**config.mk**
```make
export PLATFORM = sky130hd
export DESIGN_NAME = double_ended_queue
export DESIGN_NICKNAME = d
export VERILOG_FILES = /design/src/rtl/core/deq_pkg.sv /design/src/rtl/core/deq_ram.sv /design/src/rtl/core/deq_ctrl.sv /design/src/rtl/core/double_ended_queue.sv
export SDC_FILE = /design/constraint.sdc
export NUM_CORES = 1
export LEC_CHECK = 0
export BUFFER_PORTS_ARGS = -buffer_cell sky130_fd_sc_hd__buf_4
export CAP_MARGIN = 15
export CORE_MARGIN = 1
export CORE_UTILIZATION = 66
export CTS_CLUSTER_DIAMETER = 40
export DETAILED_ROUTE_END_ITERATION = 6
export PLACE_DENSITY = 0.91
export REMOVE_ABC_BUFFERS = 1
export SLEW_MARGIN = 0
export SYNTH_ARGS = -nofsm -noshare
export SYNTH_HDL_FRONTEND = slang
export SYNTH_SLANG_ARGS = --single-unit
```
**constraint.sdc**
```tcl
create_clock -name clock -period 13.8 [get_ports clock]
set_input_delay 3.45 -clock clock [delete_from_list [all_inputs] [get_ports clock]]
set_output_delay 3.45 -clock clock [all_outputs]
set_load 0.005 [all_outputs]
```
**src/rtl/core/deq_pkg.sv**
```systemverilog
package deq_pkg;

   localparam int CAPACITY_DEFAULT = 16;
   localparam int DATA_W           = 32;
   localparam int OP_W             = 3;
   localparam int STATUS_W         = 2;

   localparam logic [OP_W-1:0] OP_PUSH_FRONT = 3'd0;
   localparam logic [OP_W-1:0] OP_PUSH_REAR  = 3'd1;
   localparam logic [OP_W-1:0] OP_POP_FRONT  = 3'd2;
   localparam logic [OP_W-1:0] OP_POP_REAR   = 3'd3;
   localparam logic [OP_W-1:0] OP_DUMP       = 3'd4;

   localparam logic [STATUS_W-1:0] STATUS_OK    = 2'd0;
   localparam logic [STATUS_W-1:0] STATUS_EMPTY = 2'd1;
   localparam logic [STATUS_W-1:0] STATUS_FULL  = 2'd2;

   typedef enum logic [1:0] {
      FSM_IDLE,
      FSM_DUMP,
      FSM_DRAIN
   } fsm_type;

endpackage

```
**src/rtl/core/deq_ram.sv**
```systemverilog
module deq_ram import deq_pkg::*; #(
   parameter int DEPTH = CAPACITY_DEFAULT,
   parameter int AW    = $clog2(CAPACITY_DEFAULT)
) (
   input  logic                     clock,
   input  logic                     wr_en,
   input  logic [AW-1:0]            wr_addr,
   input  logic signed [DATA_W-1:0] wr_data,
   input  logic                     rd_en,
   input  logic [AW-1:0]            rd_addr,
   output logic signed [DATA_W-1:0] rd_data
);

   logic signed [DATA_W-1:0] mem_ff [DEPTH];
   logic signed [DATA_W-1:0] rd_data_ff;

   always_ff @(posedge clock) begin
      if (wr_en) begin
         mem_ff[wr_addr] <= wr_data;
      end
   end

   always_ff @(posedge clock) begin
      if (rd_en) begin
         rd_data_ff <= mem_ff[rd_addr];
      end
   end

   assign rd_data = rd_data_ff;

endmodule

```
**src/rtl/core/deq_ctrl.sv**
```systemverilog
module deq_ctrl import deq_pkg::*; #(
   parameter int CAPACITY = CAPACITY_DEFAULT,
   parameter int AW       = $clog2(CAPACITY_DEFAULT),
   parameter int CW       = $clog2(CAPACITY_DEFAULT + 1)
) (
   input  logic                       clock,
   input  logic                       reset,
   input  logic                       start,
   output logic                       busy,
   input  logic [OP_W-1:0]            req_op,
   input  logic signed [DATA_W-1:0]   req_item,
   output logic                       rsp_valid,
   output logic [STATUS_W-1:0]        rsp_status,
   output logic signed [DATA_W-1:0]   rsp_value,
   output logic                       rsp_last,
   output logic                       mem_wr_en,
   output logic [AW-1:0]              mem_wr_addr,
   output logic signed [DATA_W-1:0]   mem_wr_data,
   output logic                       mem_rd_en,
   output logic [AW-1:0]              mem_rd_addr,
   input  logic signed [DATA_W-1:0]   mem_rd_data
);

   localparam int SW = CW + 1;

   fsm_type                   state_ff, state_in;
   logic [AW-1:0]             front_ff, front_in;
   logic [CW-1:0]             count_ff, count_in;
   logic [CW-1:0]             idx_ff, idx_in;
   logic                      rd_pend_ff, rd_pend_in;
   logic                      rd_last_ff, rd_last_in;
   logic                      rsp_valid_ff, rsp_valid_in;
   logic [STATUS_W-1:0]       rsp_status_ff, rsp_status_in;
   logic signed [DATA_W-1:0]  rsp_value_ff, rsp_value_in;
   logic                      rsp_last_ff, rsp_last_in;

   logic          full, empty;
   logic [AW-1:0] front_dec, front_inc, rear_pos, rear_last, dump_pos;

   // Fold a ring position below twice the capacity back into the ring.
   function automatic logic [AW-1:0] ring_wrap(input logic [SW-1:0] pos);
      logic [SW-1:0] red;
      red = (pos >= SW'(CAPACITY)) ? pos - SW'(CAPACITY) : pos;
      return red[AW-1:0];
   endfunction

   assign full      = (count_ff == CW'(CAPACITY));
   assign empty     = (count_ff == '0);
   assign front_dec = (front_ff == '0) ? AW'(CAPACITY - 1) : front_ff - AW'(1);
   assign front_inc = (front_ff == AW'(CAPACITY - 1)) ? '0 : front_ff + AW'(1);
   assign rear_pos  = ring_wrap(SW'(front_ff) + SW'(count_ff));
   assign rear_last = ring_wrap(SW'(front_ff) + SW'(count_ff) - SW'(1));
   assign dump_pos  = ring_wrap(SW'(front_ff) + SW'(idx_ff));

   always_ff @(posedge clock) begin
      if (reset) begin
         state_ff     <= FSM_IDLE;
         front_ff     <= '0;
         count_ff     <= '0;
         idx_ff       <= '0;
         rd_pend_ff   <= 1'b0;
         rd_last_ff   <= 1'b0;
         rsp_valid_ff <= 1'b0;
      end else begin
         state_ff     <= state_in;
         front_ff     <= front_in;
         count_ff     <= count_in;
         idx_ff       <= idx_in;
         rd_pend_ff   <= rd_pend_in;
         rd_last_ff   <= rd_last_in;
         rsp_valid_ff <= rsp_valid_in;
      end
   end

   always_ff @(posedge clock) begin
      rsp_status_ff <= rsp_status_in;
      rsp_value_ff  <= rsp_value_in;
      rsp_last_ff   <= rsp_last_in;
   end

   always_comb begin
      state_in    = state_ff;
      front_in    = front_ff;
      count_in    = count_ff;
      idx_in      = idx_ff;
      rd_pend_in  = 1'b0;
      rd_last_in  = 1'b0;
      mem_wr_en   = 1'b0;
      mem_wr_addr = rear_pos;
      mem_wr_data = req_item;
      mem_rd_en   = 1'b0;
      mem_rd_addr = dump_pos;
      // a read issued last cycle turns into a result transfer now
      rsp_valid_in  = rd_pend_ff;
      rsp_status_in = STATUS_OK;
      rsp_value_in  = rd_pend_ff ? mem_rd_data : '0;
      rsp_last_in   = rd_last_ff;

      case (state_ff)
         FSM_IDLE: begin
            if (start) begin
               case (req_op)
                  OP_PUSH_FRONT, OP_PUSH_REAR: begin
                     rsp_valid_in = 1'b1;
                     rsp_last_in  = 1'b1;
                     if (full) begin
                        rsp_status_in = STATUS_FULL;
                     end else begin
                        mem_wr_en = 1'b1;
                        count_in  = count_ff + CW'(1);
                        if (req_op == OP_PUSH_FRONT) begin
                           mem_wr_addr = front_dec;
                           front_in    = front_dec;
                        end
                     end
                  end
                  OP_POP_FRONT, OP_POP_REAR: begin
                     if (empty) begin
                        rsp_valid_in  = 1'b1;
                        rsp_status_in = STATUS_EMPTY;
                        rsp_last_in   = 1'b1;
                     end else begin
                        mem_rd_en  = 1'b1;
                        rd_pend_in = 1'b1;
                        rd_last_in = 1'b1;
                        count_in   = count_ff - CW'(1);
                        state_in   = FSM_DRAIN;
                        if (req_op == OP_POP_FRONT) begin
                           mem_rd_addr = front_ff;
                           front_in    = front_inc;
                        end else begin
                           mem_rd_addr = rear_last;
                        end
                     end
                  end
                  OP_DUMP: begin
                     if (empty) begin
                        rsp_valid_in  = 1'b1;
                        rsp_status_in = STATUS_EMPTY;
                        rsp_last_in   = 1'b1;
                     end else begin
                        mem_rd_en   = 1'b1;
                        mem_rd_addr = front_ff;
                        rd_pend_in  = 1'b1;
                        rd_last_in  = (count_ff == CW'(1));
                        idx_in      = CW'(1);
                        state_in    = (count_ff == CW'(1)) ? FSM_DRAIN : FSM_DUMP;
                     end
                  end
                  default: begin
                  end
               endcase
            end
         end
         FSM_DUMP: begin
            mem_rd_en  = 1'b1;
            rd_pend_in = 1'b1;
            rd_last_in = (idx_ff == count_ff - CW'(1));
            idx_in     = idx_ff + CW'(1);
            if (rd_last_in) begin
               state_in = FSM_DRAIN;
            end
         end
         FSM_DRAIN: begin
            state_in = FSM_IDLE;
         end
         default: begin
            state_in = FSM_IDLE;
         end
      endcase
   end

   assign busy       = (state_ff != FSM_IDLE);
   assign rsp_valid  = rsp_valid_ff;
   assign rsp_status = rsp_status_ff;
   assign rsp_value  = rsp_value_ff;
   assign rsp_last   = rsp_last_ff;

endmodule

```
**src/rtl/core/double_ended_queue.sv**
```systemverilog
// Bounded double-ended queue of signed 32-bit items held in a ring of CAPACITY
// entries in one synchronous RAM. Issue a request by raising start while busy is
// low. A push leaves busy low, so the block is ready again at once; a pop holds
// busy while the RAM read completes, and a dump holds busy while it issues one
// RAM read per stored item. A read result is registered in the RAM and then on
// the rsp_ ports; an answer with no read is registered from the request. Each
// result is held for a single cycle with rsp_valid high; the receiver must take
// every transfer as it comes. Pushing while full answers status full, popping or
// dumping while empty answers status empty; op codes 5 to 7 give no result.
module double_ended_queue import deq_pkg::*; #(
   parameter int CAPACITY = CAPACITY_DEFAULT
) (
   input  logic                       clock,
   input  logic                       reset,
   input  logic                       start,
   output logic                       busy,
   input  logic [OP_W-1:0]            req_op,
   input  logic signed [DATA_W-1:0]   req_item,
   output logic                       rsp_valid,
   output logic [STATUS_W-1:0]        rsp_status,
   output logic signed [DATA_W-1:0]   rsp_value,
   output logic                       rsp_last
);

   localparam int AW = $clog2(CAPACITY);
   localparam int CW = $clog2(CAPACITY + 1);

   logic                      mem_wr_en;
   logic [AW-1:0]             mem_wr_addr;
   logic signed [DATA_W-1:0]  mem_wr_data;
   logic                      mem_rd_en;
   logic [AW-1:0]             mem_rd_addr;
   logic signed [DATA_W-1:0]  mem_rd_data;

   deq_ctrl #(
      .CAPACITY (CAPACITY),
      .AW       (AW),
      .CW       (CW)
   ) u_ctrl (
      .clock       (clock),
      .reset       (reset),
      .start       (start),
      .busy        (busy),
      .req_op      (req_op),
      .req_item    (req_item),
      .rsp_valid   (rsp_valid),
      .rsp_status  (rsp_status),
      .rsp_value   (rsp_value),
      .rsp_last    (rsp_last),
      .mem_wr_en   (mem_wr_en),
      .mem_wr_addr (mem_wr_addr),
      .mem_wr_data (mem_wr_data),
      .mem_rd_en   (mem_rd_en),
      .mem_rd_addr (mem_rd_addr),
      .mem_rd_data (mem_rd_data)
   );

   deq_ram #(
      .DEPTH (CAPACITY),
      .AW    (AW)
   ) u_ram (
      .clock   (clock),
      .wr_en   (mem_wr_en),
      .wr_addr (mem_wr_addr),
      .wr_data (mem_wr_data),
      .rd_en   (mem_rd_en),
      .rd_addr (mem_rd_addr),
      .rd_data (mem_rd_data)
   );

   a_push_answers: assert property (@(posedge clock) disable iff (reset)
      (start && !busy && (req_op == OP_PUSH_FRONT || req_op == OP_PUSH_REAR))
      |=> (rsp_valid && rsp_last && !busy))
      else $error("push did not answer in the next cycle");

   a_pop_holds_busy: assert property (@(posedge clock) disable iff (reset)
      (start && !busy && mem_rd_en) |=> busy)
      else $error("read issued without holding busy");

   a_no_wr_rd_overlap: assert property (@(posedge clock) disable iff (reset)
      !(mem_wr_en && mem_rd_en))
      else $error("RAM written and read in the same cycle");

   a_error_status_form: assert property (@(posedge clock) disable iff (reset)
      (rsp_valid && rsp_status != STATUS_OK) |-> (rsp_value == '0 && rsp_last))
      else $error("error status with data or without last");

endmodule

```
==> impl_metrics.ini <==
[critical_path]
critPathArrivalTime_ns = 7.54
rr_endpoint = u_ram.rd_data[4]$_DFFE_PP_
rrSetupSlack_ns = 9.17
start_kind = primary input
cp.required_ns = 14.18
r2r-start = u_ctrl.count_ff[0]$_SDFFE_PP0P_
worstSetupEndpointType = register
crit_path_start = req_op[2]
path_max_fanout = 149
critical_path_class = primary input to register
ff2ff_path_depth = 10

[placement]
place_area_mm2 = 0.0245
dpl.cell_count = 2263
finalWeightedCongestion = 0.890
dp_slack_ns = 6.34
hpwl_mm = 27.0
portBuffers = 74

[logic_synthesis]
post_synth_num_cell_types = 54
post-synth-top-area-cell = edfxtp_1
synth_edf_count = 544
yosysTopAreaCellShare_pct = 69.7
synthCells = 1807
async_flop_share_pct = 0
yosys.cell_count.top_type = edfxtp_1
ys_seq_area_share_pct = 74.3
synth_ff_type = edfxtp_1
synth_area_leaders = edfxtp_1, nand2_1, nand3_1
syn_area_mm2 = 0.0234
yosysWarnings = 0
synthTopCellsByCount = edfxtp_1, nand2_1, nand3_1, nand4_1, buf_2
syn_area_per_cell_um2 = 13.0
ys_seq_elements = 598

[cts]
hold_buffers = 0
clock_latency_ns = 0.59
cts_buffers = 66
cts.sinks = 598
ctsLongestPathBuffers = 3
cts_root_buffer = clkbuf_16
postCtsSetupBuffers = 0
htreeDepth = 3
cts.clk_slew.worst_paths_ns = 0.06
cts_tree = yes
cts_resized = 0

[hold_path]
hold_path.class = register to register
hold-path-endpoint = u_ctrl.rsp_last$_DFF_P_
hp-start = u_ctrl.rd_last_ff$_SDFF_PP0_
min_path_cells = 1

[sta]
min_period_ns = 7.16
holdWs_ns = 0.420
drv_slew = 40
fin_crit_sh_pct = 51.9
setup_ws_ns = 6.64
relSlewSlack_pct = -1.20
tns_ns = 0
skew_ns = 0.0266
setup_viol = 0
max_freq_mhz = 140
grt_setup_unrepaired = false
final-hold-violation-count = 0
worstMarginPinSlew_ns = 1.52

[cells_and_area]
final_cells = 2383
area_growth_pct = 14.1
post-route-cell-area_mm2 = 0.0268
post-route-util_pct = 77.1
drive_above_1_share_pct = 12.2
nNetsFinal = 1931

[route]
wl_per_cell_um = 24.1
dr.first_iter.drc_count = 2357
viasPerCell = 6.51
antenna_left = 0
drc = 0
vias = 15500
dr.pass1.iters = 6
totalWireLength_mm = 57.5

[run_status]
violations = slew limit
outcome = finished with violations

[flow_run]
max_cap_violations = 0

[die]
row_count = 68
fp.dieW_um = 190
core_area_mm2 = 0.0347
start_util_pct = 67.5
ios = 75
dieArea_mm2 = 0.0363
die_height_um = 190

[power]
peakVddDrop_mv = 0.195
totalPowerFinal_mw = 4.89
power.density_mw_per_mm2 = 183
leakage_nw = 9.55

[global_route]
grt_pass1_wl_mm = 86.1
grt_pass1_vias = 15700
antenna_found_initial = 0
grt_max_degree = 257
grtUsageTotal_pct = 32.3
overflow = 0
## worst max-delay path: stages
cell,delay [ns]
buf_4,0.14
and2b_1,0.52
o2111ai_2,0.49
mux2_8,0.95
buf_4,1.00
nand2_1,0.17
nand3_1,0.14
nand4_1,0.16
mux2i_1,0.28
## layer usage
layer | up-vias | routed length, um | track usage, %
met5 | - | 0 | 0
met4 | 0 | 2670 | 18.6
met3 | 246 | 6860 | 6.70
met2 | 1197 | 28700 | 54.1
met1 | 7428 | 19300 | 39.2
li1 | 6638 | - | -
## cell usage in the layout, fill, tap and decap left out, drive strengths merged, types with 18 or more instances in the layout
| master | Yosys | layout |
|---|---|---|
| a21oi | 18 | 18 |
| and2 | 33 | 33 |
| buf | 69 | 99 |
| clkbuf | 29 | 85 |
| dfxtp | 54 | 54 |
| edfxtp | 544 | 544 |
| inv | 12 | 20 |
| mux2i | 39 | 39 |
| nand2 | 536 | 536 |
| nand3 | 257 | 257 |
| nand4 | 69 | 69 |
| nor2 | 42 | 42 |
## where the power goes
group          total [mW]  internal, mW  switching (mW)
registers            2.11          2.07          0.0358
clock network        1.82          1.09           0.725
logic               0.964         0.291           0.674
## sequential cells by signal (all words and copies together) (netlist names), 2 cells and up
name and count:
u_ctrl.front_ff 4, u_ram.mem_ff 512, u_ctrl.idx_ff 5, u_ctrl.state_ff 2, u_ctrl.rsp_value 32, u_ctrl.count_ff 5, u_ram.rd_data 32, u_ctrl.rsp_status 2
## final cells by class
cell class / instances / area (um2)
Timing Repair Buffer: 99 / 756
Sequential cell: 598 / 17400
Fill cell: 1833 / 7950
Clock buffer: 85 / 1890
Inverter: 12 / 45.0
Antenna cell: 1 / 2.50
Multi-Input combinational cell: 1099 / 5690
Clock inverter: 34 / 394
Tap cell: 455 / 569
## how the worst max path moves through the flow
stage | end | slack, ns | cells past startpoint
global placement | u_ram.rd_data[4]$_DFFE_PP_ | 6.63 | 9
detailed placement | u_ram.rd_data[4]$_DFFE_PP_ | 6.34 | 9
CTS | u_ram.rd_data[4]$_DFFE_PP_ | 6.84 | 9
finish | u_ram.rd_data[4]$_DFFE_PP_ | 6.64 | 9
global route | u_ram.rd_data[4]$_DFFE_PP_ | 6.47 | 9
floorplan | u_ram.rd_data[0]$_DFFE_PP_ | -0.63 | 7
## logic make-up (layout without fill, tap and decap cells)
| group | Yosys count | in the layout | share of synthesized area [%] |
|---|---|---|---|
| adders and majority gates | 17 | 17 | 0.971 |
| buffers and inverters | 110 | 230 | 2.17 |
| DFF | 598 | 598 | 74.3 |
| and+or+nand+nor | 964 | 964 | 18.4 |
| xor gates and xnor gates | 22 | 22 | 0.880 |
| other | 0 | 1 | 0 |
| AOI/OAI and AO/OA | 55 | 55 | 1.55 |
| muxes | 41 | 41 | 1.76 |
Note: power is estimated with default switching activity, not from simulation.
